**src/bia_pkg.sv**
```systemverilog
// Shared types and constants for the box IoU table block.
`default_nettype none
package bia_pkg;

  localparam int COORD_W        = 13;
  localparam int CMD_W          = 2;
  localparam int IDX_W          = 6;
  localparam int OVL_W          = 27;
  localparam int IOU_W          = 17;
  localparam int RESULT_CAP     = 64;
  localparam int NCNT_W         = 7;
  localparam int EXT_W          = COORD_W + 2;
  localparam int AREA_W         = 2 * EXT_W;
  localparam int INTER_W        = 2 * (COORD_W + 1);
  localparam int UNI_W          = AREA_W + 2;
  localparam int DEN_W          = UNI_W - 1;
  localparam int DIV_STEPS      = IOU_W;
  localparam int DIV_CNT_W      = 5;
  localparam int ONE_Q16        = 65536;
  localparam int AREA_MAX       = 134217727;
  localparam int DEF_MAX_REF    = 64;

  localparam logic [CMD_W-1:0] CMD_CLEAR  = 2'd0;
  localparam logic [CMD_W-1:0] CMD_APPEND = 2'd1;
  localparam logic [CMD_W-1:0] CMD_QUERY  = 2'd2;
  localparam logic [CMD_W-1:0] CMD_UNUSED = 2'd3;

  typedef struct packed {
    logic [COORD_W-1:0] left;
    logic [COORD_W-1:0] top;
    logic [COORD_W-1:0] right;
    logic [COORD_W-1:0] bottom;
  } box_t;

  typedef struct packed {
    logic [CMD_W-1:0]   cmd;
    logic [COORD_W-1:0] left;
    logic [COORD_W-1:0] top;
    logic [COORD_W-1:0] right;
    logic [COORD_W-1:0] bottom;
  } req_t;

  typedef struct packed {
    logic [IDX_W-1:0] ref_index;
    logic [OVL_W-1:0] overlap_area;
    logic [IOU_W-1:0] iou;
    logic             last;
  } rsp_t;

  typedef enum logic [2:0] {
    S_IDLE,
    S_AREA,
    S_LOAD,
    S_MUL,
    S_UNION,
    S_DIVSET,
    S_DIV,
    S_OUT
  } state_e;

endpackage
`default_nettype wire

```
**src/bia_ref_mem.sv**
```systemverilog
// Reference box store: one write port, one registered read port.
`default_nettype none
module bia_ref_mem #(
  parameter int DEPTH = bia_pkg::DEF_MAX_REF,
  parameter int AW    = 6
) (
  input  wire logic          clk,
  input  wire logic          we,
  input  wire logic [AW-1:0] waddr,
  input  wire bia_pkg::box_t wdata,
  input  wire logic [AW-1:0] raddr,
  output bia_pkg::box_t      rdata
);

  bia_pkg::box_t mem [DEPTH];

  always_ff @(posedge clk) begin
    if (we) begin
      mem[waddr] <= wdata;
    end
  end

  always_ff @(posedge clk) begin
    rdata <= mem[raddr];
  end

endmodule
`default_nettype wire

```
**config.mk**
```make
export PLATFORM = sky130hd
export DESIGN_NAME = bia_ref_mem
export DESIGN_NICKNAME = d
export VERILOG_FILES = /design/src/bia_pkg.sv /design/src/bia_ref_mem.sv
export SDC_FILE = /design/constraint.sdc
export NUM_CORES = 2
export LEC_CHECK = 0
export BUFFER_PORTS_ARGS = -buffer_cell sky130_fd_sc_hd__buf_2
export CAP_MARGIN = 20
export CELL_PAD_IN_SITES_DETAIL_PLACEMENT = 1
export CELL_PAD_IN_SITES_GLOBAL_PLACEMENT = 2
export CORE_ASPECT_RATIO = 1.25
export CORE_MARGIN = 1
export CORE_UTILIZATION = 45
export DETAILED_ROUTE_END_ITERATION = 10
export GPL_TIMING_DRIVEN = 0
export PLACE_DENSITY = 0.74
export SLEW_MARGIN = 40
export SYNTH_ARGS = -nofsm -noshare
export SYNTH_HDL_FRONTEND = slang
export SYNTH_SLANG_ARGS = --single-unit
```
**constraint.sdc**
```tcl
create_clock -name clk -period 8.21 [get_ports clk]
set_input_delay 1.642 -clock clk [delete_from_list [all_inputs] [get_ports clk]]
set_output_delay 1.642 -clock clk [all_outputs]
set_load 0.005 [all_outputs]
```
==> Yosys cells after proc, flatten, opt, wreduce, memory -nomap -nowiden <==
Memories as Yosys holds them, arrays and structs flattened. A register that Yosys moved wholly into a read port is not among the register bits.
Index checks and enable logic that the tools add are counted.
{ "word_totals": {"register_bits": 0, "output_inout_bits": 52, "mem_bits_rw": 3328, "elab_cells": 3, "mem_count": 1} }
{ "memory_table": {"columns": ["memory", "depth", "width", "read_ports", "rd_ports_with_merged_regs", "write_ports", "line", "rtl"], "rows": [
  ["mem", 64, 52, 1, 1, 1, "bia_ref_mem.sv:15", "bia_pkg::box_t mem [DEPTH];"]
]} }
{ "classes": {"mux": 2} }
{ "ops": {"columns": ["op", "count"], "rows": [
  ["$mux W1", 2]
]} }

==> Depth between registers and ports, before layout <==
{ "logic_depth": {"ltp_word": 2, "depth_mapped": 9} }

==> Least setup slack after synthesis <==
OpenSTA, ideal clock, no wires.
{ "synth_timing": {"kind": "input -> register", "startpoint": "input waddr[3]", "endpoint": "memory mem[48][0] in the netlist's numbering, enable pin", "slack_ns": 2.002, "n_path_buf": 1, "arrival_ns": 5.683, "cell_stages": 4, "path_cell_list": "clkbuf_1 -> nor2b_1 -> nand4b_1 -> nor3_1"} }
{ "synth_rtl": {"columns": ["element", "line", "rtl"], "rows": [
  ["from (decl)", "bia_ref_mem.sv:9", "input wire logic [AW-1:0] waddr,"],
  ["to (decl)", "bia_ref_mem.sv:15", null]
]} }
No word-level cell before the write port.

==> flow_metrics.py <==
metrics = {
    "placed_design": {
        "place_inst": 9575,
        "portBuffers": 109,
        "gp_congestion": 0.835,
        "dp.final_hpwl_mm": 288,
        "place_ws_ns": 2.54,
    },
    "power": {
        "pwr-share-clk": 0.421,
        "ir_drop_mv": 0.178,
        "power.switching_mw": 8.01,
        "p_sw_frac": 0.219,
        "pwr-share-seq": 0.524,
        "combPwrFrac": 0.055,
        "leakage_nw": 47.5,
        "internal_power_mw": 28.5,
        "p_per_area_nw_per_um2": 242,
    },
    "setup_path": {
        "critPathMaxFanout": 11,
        "cp_slowest_cell": "nand2b_1",
        "worstPathCellList": "buf_4, buf_4, buf_2, buf_2, nand2b_1, o22ai_1, a211oi_1, o22a_1",
        "required_ns": 8.92,
        "worst-setup-path-type": "in -> reg",
        "crit_family": "buffers and inverters",
        "r2r_slack_ns": 5.76,
        "path_buf_inv": 4,
        "cp-end-kind": "flop",
        "startpoint_type": "input port",
        "arrival_ns": 5.57,
        "worst_path_largest_cell_delay_ns": 0.78,
    },
    "timing": {
        "fin_skew_ns": 0.0548,
        "setup_violations": 0,
        "fin_crit_sh": 0.591,
        "fmax_ghz": 0.206,
        "hold_viol_final": 0,
        "post-route-min-period_ns": 4.85,
        "tightest_slew_ns": 0.950,
        "relSlewSlack": 0.367,
        "slew_violations": 0,
        "hold_ws_ns": 0.894,
        "fin_setup_tns_ns": 0,
        "rsz0062_at_grt": "no",
        "finalWorstSetupSlack_ns": 3.36,
    },
    "routing": {
        "drtIter0Drc": 9840,
        "first_pass_iters": 5,
        "post_drt_wl_per_cell_um": 41.0,
        "vias": 66200,
        "wirelength_mm": 418,
        "postRouteAntennaNets": 0,
        "drc": 0,
        "vias_per_cell": 6.48,
    },
    "cells_and_area": {
        "drive_gt1_frac": 0.325,
        "post-route-util": 0.538,
        "area_delta_synth_final_pct": 18.7,
        "num-nets-final": 6255,
        "final_cells": 10200,
    },
    "synth": {
        "netlist-cell-type-count": 40,
        "ys_async_sr_fraction": 0,
        "synth_area_per_cell_sq_um": 23.5,
        "yosys.area.top_type_share": 0.787,
        "synth_area_sq_um": 127000,
        "synth_largest_area_cell": "edfxtp_1",
        "synthesis.nets": 5476,
        "synth_most_common_cell": "edfxtp_1",
        "synth.yosys.seq_area_share": 0.796,
        "synth_seq_cells": 3380,
        "synth-edff-count": 3328,
        "synth-main-ff-cell": "edfxtp_1",
        "synthTopCellsByArea": "edfxtp_1 (79%), mux4_2 (14%), mux2i_1 (0.99%), o22ai_1 (0.89%), dfxtp_1 (0.82%)",
        "yosysWarnings": 0,
        "netlist_top_cells_count": "edfxtp_1 (3328), mux4_2 (794), o22ai_1 (181)",
        "synth_cells": 5410,
    },
    "global_route": {
        "grt_pass1_vias": 67600,
        "grt_overflow": 0,
        "grt_pass1_wl_mm": 564,
        "grt_max_degree": 65,
        "track_usage": 0.292,
        "antenna_found_initial": 27,
    },
    "clock_network": {
        "root_buffer": "clkbuf_16",
        "post_cts_buffers": 0,
        "insertion_delay_ns": 0.90,
        "ctsHoldBuffers": 0,
        "cts_made_buffers": 333,
        "cts_buffer_depth": 4,
        "cts.sinks": 3380,
        "post_cts_resized": 0,
        "clk_pin_slew_worst_paths_ns": 0.06,
        "cts_tree": "yes",
        "htree_levels": 5,
    },
    "die": {
        "ios": 118,
        "std_cell_rows": 217,
        "dieArea_sq_um": 284000,
        "die_x_um": 477,
        "core_area_sq_um": 280000,
        "initial_utilization": 0.453,
        "die_h_um": 596,
    },
    "hold_path": {
        "hold_path.class": "reg -> reg",
    },
    "status": {
        "status": "complete, no violations",
    },
    "run": {
        "drv_cap": 0,
    },
}
[per-layer routing]
metal,track usage,wire length (um)
met1,0.375,148000
met4,0.164,27400
met3,0.0614,42500
met5,0,49
met2,0.466,200000
[registers in the layout, indices dropped and copies added (netlist names)]
signal and count:
mem 3328, rdata 52
[placed cells by master (no fill, tap or decap), drive strengths merged, types with 15 or more instances in the layout]
cell / netlist / routed
diode: 0 / 36
o21ai: 25 / 25
o22ai: 181 / 181
o22a: 31 / 31
nor2: 98 / 98
clkinv: 0 / 124
mux4: 794 / 794
nor4: 40 / 40
dfxtp: 52 / 52
nand2b: 15 / 15
mux2: 44 / 44
clkbuf: 125 / 539
buf: 182 / 626
nor2b: 25 / 25
a221oi: 41 / 41
mux2i: 125 / 125
o221ai: 64 / 64
a21oi: 74 / 74
inv: 0 / 17
nand3: 17 / 17
bufinv: 0 / 34
nand2: 31 / 31
edfxtp: 3328 / 3328
a22o: 18 / 18
a22oi: 38 / 38
[worst register-to-register path, cell delays in order, from the launching register on]
cell and delay, ns:
edfxtp_1 0.36, mux4_2 0.47, mux2_2 0.32, a221oi_1 0.79, nor4_1 0.31
[per-stage QoR]
| stage | power, mW | area [sq um] |
|---|---|---|
| after floorplan | 20.4 | 127000 |
| after global placement | 21.4 | 132000 |
| after detailed placement | 21.5 | 140000 |
| after CTS | 36.6 | 151000 |
| after global routing | 37.2 | 151000 |
| final | 36.5 | 151000 |
[cell families after synthesis]
kind of cell	synth area share
buf+inv	0.0123
mux	0.155
compound gates	0.0271
flops	0.796
simple gates	0.0104
[power groups by stage]
stage	sequential (mW)	clock [mW]	combinational, mW
finish	19.1	15.4	2.01
detailed placement	19.5	0	1.99
CTS	19.1	15.5	2.00
global route	19.1	16.0	2.06
floorplan	19.5	0	0.892
global placement	19.5	0	1.84
[path summary, 6_finish.rpt]
path                                       startpoint                end  cells past startpoint
worst max register to register   mem[29][8]$_DFFE_PP_   rdata[8]$_DFF_P_                      4
worst max-delay path                         raddr[1]  rdata[50]$_DFF_P_                      8
worst min-delay path            mem[32][24]$_DFFE_PP_  rdata[24]$_DFF_P_                      4
worst min register to register  mem[32][24]$_DFFE_PP_  rdata[24]$_DFF_P_                      4
[area by class of cell]
cell class,count,area [sq um]
Fill cell,23700,129000
Sequential cell,3380,101000
Multi-Input combinational cell,1723,25100
Clock buffer,414,8860
Timing Repair Buffer,444,7470
Tap cell,3723,4660
Clock inverter,184,1850
Buffer,307,1670
Antenna cell,36,90.1
Note: power is estimated with default switching activity, not from simulation.
