$ cat src/bia_pkg.sv
// Shared types and constants for the box IoU table block.
`default_nettype none
package bia_pkg;

  localparam int COORD_W        = 13;
  localparam int CMD_W          = 2;
  localparam int IDX_W          = 6;
  localparam int OVL_W          = 27;
  localparam int IOU_W          = 17;
  localparam int RESULT_CAP     = 64;
  localparam int NCNT_W         = 7;
  localparam int EXT_W          = COORD_W + 2;
  localparam int AREA_W         = 2 * EXT_W;
  localparam int INTER_W        = 2 * (COORD_W + 1);
  localparam int UNI_W          = AREA_W + 2;
  localparam int DEN_W          = UNI_W - 1;
  localparam int DIV_STEPS      = IOU_W;
  localparam int DIV_CNT_W      = 5;
  localparam int ONE_Q16        = 65536;
  localparam int AREA_MAX       = 134217727;
  localparam int DEF_MAX_REF    = 64;

  localparam logic [CMD_W-1:0] CMD_CLEAR  = 2'd0;
  localparam logic [CMD_W-1:0] CMD_APPEND = 2'd1;
  localparam logic [CMD_W-1:0] CMD_QUERY  = 2'd2;
  localparam logic [CMD_W-1:0] CMD_UNUSED = 2'd3;

  typedef struct packed {
    logic [COORD_W-1:0] left;
    logic [COORD_W-1:0] top;
    logic [COORD_W-1:0] right;
    logic [COORD_W-1:0] bottom;
  } box_t;

  typedef struct packed {
    logic [CMD_W-1:0]   cmd;
    logic [COORD_W-1:0] left;
    logic [COORD_W-1:0] top;
    logic [COORD_W-1:0] right;
    logic [COORD_W-1:0] bottom;
  } req_t;

  typedef struct packed {
    logic [IDX_W-1:0] ref_index;
    logic [OVL_W-1:0] overlap_area;
    logic [IOU_W-1:0] iou;
    logic             last;
  } rsp_t;

  typedef enum logic [2:0] {
    S_IDLE,
    S_AREA,
    S_LOAD,
    S_MUL,
    S_UNION,
    S_DIVSET,
    S_DIV,
    S_OUT
  } state_e;

endpackage
`default_nettype wire

$ cat src/bia_div.sv
// Restoring divider producing one quotient bit per cycle for the Q1.16 ratio.
`default_nettype none
module bia_div (
  input  wire logic                          clk,
  input  wire logic                          rst,
  input  wire logic                          start,
  input  wire logic [bia_pkg::INTER_W-1:0]   num,
  input  wire logic [bia_pkg::DEN_W-1:0]     den,
  output logic                               done,
  output logic [bia_pkg::IOU_W-1:0]          quot
);

  logic                               busy;
  logic                               first;
  logic [bia_pkg::DIV_CNT_W-1:0]      cnt;
  logic [bia_pkg::DEN_W-1:0]          rem;
  logic [bia_pkg::DEN_W-1:0]          dreg;
  logic [bia_pkg::DEN_W-1:0]          trial;
  logic                               qbit;

  always_comb begin
    trial = first ? rem : {rem[bia_pkg::DEN_W-2:0], 1'b0};
    qbit  = (trial >= dreg);
  end

  always_ff @(posedge clk) begin
    if (rst) begin
      busy <= 1'b0;
      done <= 1'b0;
    end else begin
      done <= 1'b0;
      if (start) begin
        busy <= 1'b1;
      end else if (busy && (cnt == bia_pkg::DIV_CNT_W'(bia_pkg::DIV_STEPS - 1))) begin
        busy <= 1'b0;
        done <= 1'b1;
      end
    end
  end

  always_ff @(posedge clk) begin
    if (start) begin
      rem   <= bia_pkg::DEN_W'(num);
      dreg  <= den;
      first <= 1'b1;
      cnt   <= '0;
      quot  <= '0;
    end else if (busy) begin
      rem   <= qbit ? (trial - dreg) : trial;
      first <= 1'b0;
      cnt   <= cnt + 1'b1;
      quot  <= {quot[bia_pkg::IOU_W-2:0], qbit};
    end
  end

endmodule
`default_nettype wire

$ cat config.mk
export PLATFORM = sky130hd
export DESIGN_NAME = bia_div
export DESIGN_NICKNAME = d
export VERILOG_FILES = /design/src/bia_pkg.sv /design/src/bia_div.sv
export SDC_FILE = /design/constraint.sdc
export NUM_CORES = 1
export LEC_CHECK = 0
export BUFFER_PORTS_ARGS = -buffer_cell sky130_fd_sc_hd__buf_2
export CORE_AREA = 4 4 126 128
export DETAILED_ROUTE_END_ITERATION = 7
export DIE_AREA = 0 0 130 132
export GPL_TIMING_DRIVEN = 0
export SLEW_MARGIN = 20
export SYNTH_ARGS = -nofsm -noshare
export SYNTH_HDL_FRONTEND = slang
export SYNTH_SLANG_ARGS = --single-unit
$ cat constraint.sdc
create_clock -name clk -period 4.6 [get_ports clk]
set_input_delay 0.46 -clock clk [delete_from_list [all_inputs] [get_ports clk]]
set_output_delay 0.46 -clock clk [all_outputs]
set_load 0.005 [all_outputs]
---- Word-level counts from Yosys, hierarchy flattened ----
Cells that the tools add are included.
cells by class
  equal/unequal tests ..................... 1
  bitwise logic cells ..................... 0
  divide/modulo/power cells ............... 0
  magnitude comparators ................... 1
  mux-type cells .......................... 7
  add/sub/neg operators ................... 2
  reductions and logical operators ........ 4
  shift operators ......................... 0
  multiply operators ...................... 0
operator list
  operator                                     number
  2-to-1 mux 31 bit                            2
  2-to-1 mux 28 bit                            2
  >= comparator 31 bit                         1
  subtractor 31 bit                            1
  adder 5 x 1 -> 5 bit, second input constant  1
  equality test 5 bit, second input constant   1
  nonzero test 2 bit                           2
  2-to-1 mux 1 bit                             3
  OR reduction 2 bit                           1
  logical AND 1 bit                            1
storage, ports and cells
  word-level logic and storage cells ...... 23
  ROM bits ................................ 0
  memories kept ........................... 0
  bits in writable memories ............... 0
  latch bits .............................. 0
  output and inout port bits .............. 18
  bits of input ports ..................... 62
  register bits after elaboration ......... 87

---- Logic depth before layout (Yosys ltp) ----
Gate-level depths: netlist of run 1.
  depth after elaboration ................. 5
  depth in mapped cells ................... 15
  mapped depth without buffers ............ 12

---- Worst setup path before layout of run 1 ----
OpenSTA, ideal clock, no wires.
  path kind ............................... flip-flop to flip-flop
  start ................................... reg first
  end ..................................... reg rem[19] (netlist bit) (data pin)
  arrival ................................. 3.542 ns
  path slack .............................. 0.798 ns
  buffers on the path ..................... 3
  setup time .............................. 0.260 ns
  cell stages (with the launch flop) ...... 14
  required time ........................... 4.340 ns
  period minus slack after synthesis ...... 3.802 ns
  cell sequence ........................... dfxtp_1 clkbuf_1 buf_1 mux2_2 ha_1 a21oi_1 o21ai_0 or3_1 o21ai_2 nand3_4 nand2_4 buf_6 mux2_1 mux2_2
on the way
  cells in the longest elaborated chain, start to end .. 5
  elaborated cells between the ends (all ways) .. 6
  those cells by class .................... 1 x add/sub; 1 x order compare; 4 x mux
RTL lines
  item                                                       line                          RTL
  from (decl)                                                bia_div.sv:14                 logic first;
  from (signal assigned)                                     bia_div.sv:45                 first <= 1'b1;
  from (signal assigned)                                     bia_div.sv:50                 first <= 1'b0;
  2-to-1 mux 31 bit (*)                                      bia_div.sv:22                 trial = first ? rem : {rem[bia_pkg::DEN_W-2:0], 1'b0};
  subtractor 31 bit or >= comparator 31 bit (tied branches)  bia_div.sv:49, bia_div.sv:23
  2-to-1 mux 31 bit (*)                                      bia_div.sv:49                 rem <= qbit ? (trial - dreg) : trial;
  2-to-1 mux 28 bit (*)                                      bia_div.sv:48                 end else if (busy) begin
  2-to-1 mux 28 bit (*)                                      bia_div.sv:42                 if (start) begin
  to (signal assigned)                                       bia_div.sv:43                 rem <= bia_pkg::DEN_W'(num);
  to (signal assigned)                                       bia_div.sv:49
  to (decl)                                                  bia_div.sv:16                 logic [bia_pkg::DEN_W-1:0] rem;
Mark *: on every way between the ends. The rest lies on a longest branch, timed or not. The select of a mux whose other input is x is not followed.
A chain may end at the register's enable or synchronous reset.

---- Final worst setup path of run 1 ----
  start ................................... reg first
  end ..................................... reg rem[22] (netlist bit) (data pin)
Same word-level chain as after synthesis.

==> metrics, run 1 <==
status finished, final reports clean; Slew Limit Fails 0; Clock Skews roughly 0.011 ns; Main synth FF type edfxtp_1; HPWL Detailed 10800 um; type of origin of the critical path register; remaining antenna violation count 0; global-route wire length before repair 23100 um; die area between 15000 and 20000 um2; Seq cells post-synth 87; maximum VDD drop around 0.22 mV; vias per cell roughly 5.3; Iter 0 DRT Violations between 200 and 300; Sink Count 87; Worst-path clk slew roughly 0.08 ns; Async SR Flop Fraction 0%; R2R Setup Slk 0.32 ns; Post-route DRC 0; Worst-Skew Late Latency roughly 0.36 ns; Tot Pwr 2.96 mW; initial cell density of the core about two fifths; chip height ~130 um; Port Buffers 79; # diodes 0; initial antenna violation count 0; synthesized area 5790 um2; Final Hold Fails 0; Slew @ Worst Pin 0.894 ns; crit-path max FO 10; Worst slew margin 40.4%; Hold Crit Class in2reg; WL final ~14000 um; root buffer cell clkbuf_16; fin crit share around 93%; CP endpoint kind register; Syn Inst Count ~550; layout cells sized above 1 a little over a quarter; P_leak between 3 and 4 nW; pwr dens 440 nW/um2; TritonCTS Buffers 9; vias in the first global route around 4600; design area about 6700 um2; gpl congestion about 0.88; site row count between 40 and 50; Horiz. Die Dim approximately 130 um; RSZ-0062 raised after global routing no; synth warn 0; Post-layout nets approximately 740; via count about 4400; Max clock buf depth 2; area delta synth->final 16.3%; drt wl/cell around 17 um; CTS tree yes; Core ar. 14900 um2; Avg Inst Size Synth about 10 um2; sequential fraction of the synthesis area between 40 and 50%; critical path required time around 4.7 ns; post-synthesis cell type count 62; largest net degree at the start of global routing 37; area post-placement 6420 um2; DRT Pass-1 Iters 4; f_max ~230 MHz; critical path class reg2reg; max-cap violations 0; Fin Hold WS ~0.27 ns; IO Pins 80; Worst Path Arrival about 4.4 ns; TNS Setup 0 ns; All-Layer GR Usage between 10% and 20%; Setup violations, final 0; H-tree depth 3; min Tclk post-route around 4.3 ns; post-CTS setup repair buffer count 0; remaining global-route overflow 0; Post-synth EDFFs 59; syn_nets 649
==> registers in the layout, summed over array words and instances, names as in the netlist <==
name,flops
busy,1
cnt,5
done,1
dreg,31
first,1
quot,17
rem,31
==> cells by family after synthesis <==
group	count (synthesis)	share of synthesized area (%)
AOI/OAI and AO/OA	120	14.5
xor gates and xnor gates	31	4.69
adders and majority gates	35	7.69
buffers and inverters	74	5.51
DFF	87	40.3
muxes	91	17.1
and+or+nand+nor	114	10.3
==> synthesized netlist by cell type, types with 4 or more instances <==
library cell  count  area share [%]
edfxtp_1         59              31
inv_1            48             3.1
mux2_2           45             8.7
nor2_1           44             2.9
mux2i_1          40             6.9
ha_1             34             7.3
dfxtp_1          28             9.7
a21oi_1          25             2.2
a21o_1           21             2.7
nand2_1          19             1.2
xnor2_1          17             2.6
o21ai_0          16             1.4
xor2_1           14             2.1
a211oi_1          9             1.2
buf_1             8            0.52
buf_2             8            0.69
nand3_1           8            0.69
nand4_1           7            0.76
a31oi_1           6            0.65
o211ai_1          6            0.78
clkbuf_1          5            0.32
mux2_4            5             1.3
and3_1            4            0.43
and4_1            4            0.60
buf_6             4            0.78
nor2b_1           4            0.43
nor4_1            4            0.43
o21a_1            4            0.52
o21bai_1          4            0.52
==> critical path, cell delays in order, from the launching register on <==
cell	delay, ns
dfxtp_1	0.48
clkbuf_2	0.34
buf_2	0.34
mux2_2	0.39
ha_1	0.36
a21o_1	0.20
a221oi_1	0.48
o21bai_1	0.20
a21boi_0	0.46
o21ai_0	0.19
xnor2_1	0.19
a31oi_1	0.13
mux2_2	0.27
==> final cells by class <==
| type | count | area [um2] |
|---|---|---|
| Sequential cell | 87 | 2330 |
| Clock inverter | 7 | 83.8 |
| Tap cell | 188 | 235 |
| Clock buffer | 9 | 225 |
| Multi-Input combinational cell | 391 | 3140 |
| Buffer | 26 | 141 |
| Inverter | 48 | 180 |
| Timing Repair Buffer | 79 | 395 |
| Fill cell | 1475 | 8130 |
==> worst paths after layout <==
| path | startpoint | to | cells past startpoint |
|---|---|---|---|
| setup / recovery | first$_SDFFE_PP1P_ | rem[22]$_DFFE_PP_ | 12 |
| hold / removal | den[10] | dreg[10]$_DFFE_PP_ | 1 |
| setup reg to reg | first$_SDFFE_PP1P_ | rem[22]$_DFFE_PP_ | 12 |
| hold reg to reg | rem[30]$_SDFFE_PP0P_ | rem[30]$_SDFFE_PP0P_ | 2 |
==> repair_timing <==
| action | 4_1_cts | 5_1_grt |
|---|---|---|
| hold buffers | 0 | 0 |
| setup endpoints to repair | 16 | 16 |
| pin swaps | 0 | 0 |
| resized for setup | 1 | 2 |
| hold endpoints to repair | 0 | 0 |
==> layout by cell type, fill, tap and decap left out, types with 5 or more instances in the layout <==
master and count:
buf_2 88, edfxtp_1 59, inv_1 48, mux2_2 45
nor2_1 44, mux2i_1 40, ha_1 34, dfxtp_1 28
a21oi_1 25, a21o_1 21, nand2_1 19, xnor2_1 17
o21ai_0 16, xor2_1 14, a211oi_1 9, clkbuf_16 9
nand3_1 8, buf_1 7, nand4_1 7, o211ai_1 6
a31oi_1 6, mux2_4 5
==> through the flow <==
step,std cells,utilization [%],setup WS [ns]
finish,835,45.3,0.319
global route,835,45.3,0.0384
CTS,835,45.3,0.0861
detailed placement,819,43.2,-0.0969
global placement,819,43.2,-0.122
floorplan,552,-,0.798
==> where the power goes <==
group / total (mW) / internal [mW] / switching, mW
clock: 0.770 / 0.392 / 0.378
combinational: 1.22 / 0.555 / 0.663
sequential: 0.977 / 0.937 / 0.0398
==> routing by layer <==
layer | GRT usage [%] | share of wire, % | wire, um
met3 | 4.01 | 4.7 | 670
met1 | 23.0 | 47 | 6700
met4 | 4.45 | 0.88 | 125
met5 | 0 | 0 | 0
met2 | 27.4 | 47 | 6690
Note: power is estimated with default switching activity, not from simulation.
==> run 2, diff against run 1 <==
--- a/config.mk
+++ b/config.mk
@@ -6,10 +6,13 @@
 export NUM_CORES = 1
 export LEC_CHECK = 0
 export BUFFER_PORTS_ARGS = -buffer_cell sky130_fd_sc_hd__buf_2
-export CORE_AREA = 4 4 126 128
+export CELL_PAD_IN_SITES_DETAIL_PLACEMENT = 0
+export CELL_PAD_IN_SITES_GLOBAL_PLACEMENT = 2
+export CORE_AREA = 4 4 129 131
 export DETAILED_ROUTE_END_ITERATION = 7
-export DIE_AREA = 0 0 130 132
+export DIE_AREA = 0 0 133 135
 export GPL_TIMING_DRIVEN = 0
+export PLACE_DENSITY_LB_ADDON = 0.1
 export SLEW_MARGIN = 20
 export SYNTH_ARGS = -nofsm -noshare
 export SYNTH_HDL_FRONTEND = slang
==> run 2 against run 1 <==
Against the previous run: critical path depth increased by 1; fmax fell by 1.0%; die area grew 4.6%; via count is essentially flat; sequential power about the same; sequential cell count unchanged; clock power shrank 2%; non-clock buffer count did not move; clock skew fell by 0.0027 ns.
==> metrics, run 2 (synthesis gave the netlist of run 1 again) <==
status finished, final reports clean; Worst R2R End rem[19]$_DFFE_PP_; Hold Crit Class in2reg; f_max 231 MHz (-1.0%); Max clock buf depth 2 (unchanged); CTS tree yes; Final Non-Filler Cells 863 (+3.4%); IO Pins 80 (unchanged); Sink Count 87 (unchanged); Horiz. Die Dim 133 um (+2.3%); Hold Path Stages 1 (unchanged); H-tree depth 3 (unchanged); fin crit share 94.0% (+0.95 points); post-CTS setup repair buffer count 0 (unchanged); gpl congestion 0.869 (-0.77%); R2R Setup Slk 0.28 ns (-0.04 ns); CP endpoint kind register; area delta synth->final 16.7%; root buffer cell clkbuf_16; Worst Hold End dreg[2]$_DFFE_PP_; maximum VDD drop 0.177 mV (-20%); Worst-Skew Late Latency 0.36 ns (about the same); Post-layout nets 739 (unchanged); Post-route DRC 0 (unchanged); global-route wire length before repair 24800 um (+7.3%); TritonCTS Buffers 9 (unchanged); layout cells sized above 1 26.4% (-0.15 points); critical path required time 4.71 ns (about the same); worst hold start den[2]; RSZ-0062 raised after global routing no; DRT Pass-1 Iters 4 (unchanged); P_leak 3.08 nW (about the same); min Tclk post-route 4.32 ns (+0.0435 ns); CTS Hold Bufs 0 (unchanged); largest net degree at the start of global routing 37 (unchanged); Place WS -0.305 ns (-0.208 ns); final worst slack 0.275 ns (-0.0435 ns); Critical Path Slowest Stage Cell buf_1; drt wl/cell 17.6 um (+3.3%); Slew @ Worst Pin 0.932 ns (+0.0378 ns); Iter 0 DRT Violations 194 (-29%); Worst Path Arrival 4.43 ns (+0.04 ns); chip height 135 um (+2.3%); worst r2r src first$_SDFFE_PP1P_; site row count 46 (+2.2%); All-Layer GR Usage 17.6% (+0.55 points); Final Hold Fails 0 (unchanged); Core ar. 15600 um2 (+4.9%); Most common cell on crit path mux2_2; Worst-path clk slew 0.07 ns (about the same); critical path class reg2reg; biggest regs dreg (31), rem (31), quot (17); max-cap violations 0 (unchanged); remaining antenna violation count 0 (unchanged); remaining global-route overflow 0 (unchanged); vias in the first global route 4627 (+0.89%); initial antenna violation count 0 (unchanged); Setup violations, final 0 (unchanged); Reg2Reg Depth 13 (+1); WL final 15100 um (+6.8%); most common cell after layout, fill and taps aside buf_2; via count 4429 (+0.068%); Slew Limit Fails 0 (unchanged); die area 18000 um2 (+4.6%); HPWL Detailed 11500 um (+6.1%); pwr dens 439 nW/um2 (-0.34%); Clock Skews 0.00802 ns (-0.00268 ns); # diodes 0 (unchanged); crit-path max FO 10 (unchanged); initial cell density of the core 37.1% (-1.8 points); slowest stage delay, CP 0.64 ns (+0.16 ns); leading cell types in the layout, fill and taps excluded buf_2, edfxtp_1, inv_1; Worst slew margin 37.9% (-2.5 points); Port Buffers 79 (unchanged); vias per cell 5.13 (-3.2%); critical-path cell list buf_1 -> mux2_2 -> ha_1 -> buf_2 -> nand3_1 -> nor4_1 -> a31oi_1 -> o211a_1 -> nand3_4 -> nand2_4 -> buf_6 -> mux2_1 -> mux2_2; placed cell count 847 (+3.4%); type of origin of the critical path register
==> run 2: how the worst max path moves through the flow <==
| stage | from | slack [ns] | endpoint |
|---|---|---|---|
| floorplan | first$_SDFFE_PP1P_ | 0.80 | rem[19]$_DFFE_PP_ |
| global placement | first$_SDFFE_PP1P_ | -0.36 | rem[22]$_DFFE_PP_ |
| detailed placement | first$_SDFFE_PP1P_ | -0.30 | rem[22]$_DFFE_PP_ |
| CTS | first$_SDFFE_PP1P_ | 0.16 | rem[22]$_DFFE_PP_ |
| global route | first$_SDFFE_PP1P_ | 0.03 | rem[19]$_DFFE_PP_ |
| finish | first$_SDFFE_PP1P_ | 0.28 | rem[19]$_DFFE_PP_ |
==> run 2: stage by stage <==
step	utilization, %	hold slack (ns)	setup TNS, ns	cell area, um2	power, mW
final	43.4	0.272	0	6760	2.97
after detailed placement	41.4	0.476	-4.09	6460	2.22
after global placement	41.4	0.474	-3.94	6460	2.22
after floorplan	-	0.460	0	5790	1.93
after global routing	43.4	0.258	0	6760	3.18
after CTS	43.3	0.262	0	6760	2.99
==> run 2: final cells by class <==
cell class / count / area [um2]
Buffer: 26 / 144
Clock buffer: 11 / 254
Clock inverter: 5 / 43.8
Fill cell: 1546 / 8830
Inverter: 48 / 180
Multi-Input combinational cell: 391 / 3140
Sequential cell: 87 / 2330
Tap cell: 216 / 270
Timing Repair Buffer: 79 / 395
==> run 2: per-layer routing <==
metal  up-vias  part of all wire, %  global-route usage, %
met3        10                  4.4                   3.35
li1       2212                    -                      -
met1      2124                   48                   24.0
met5         -                    0                      0
met2        83                   46                   28.4
met4         0                  1.3                   5.20
==> run 2: where the power goes <==
group	switching [mW]	internal [mW]	total [mW]
Combinational	0.675	0.556	1.23
Clock	0.347	0.410	0.757
Sequential	0.0401	0.938	0.978
==> run 2: what timing repair did <==
action	4_1_cts	5_1_grt
resized for setup	2	2
cloned	0	0
endpoints found under the setup margin	24	3
==> run 2: worst max-delay path: cells and delay by family, from the launching register on <==
kind | cells | cell delay, ns
buffers and inverters | 3 | 1.01
muxes | 3 | 1.00
and+or+nand+nor | 4 | 0.87
DFF | 1 | 0.48
AOI/OAI and AO/OA | 2 | 0.44
adders and majority gates | 1 | 0.27
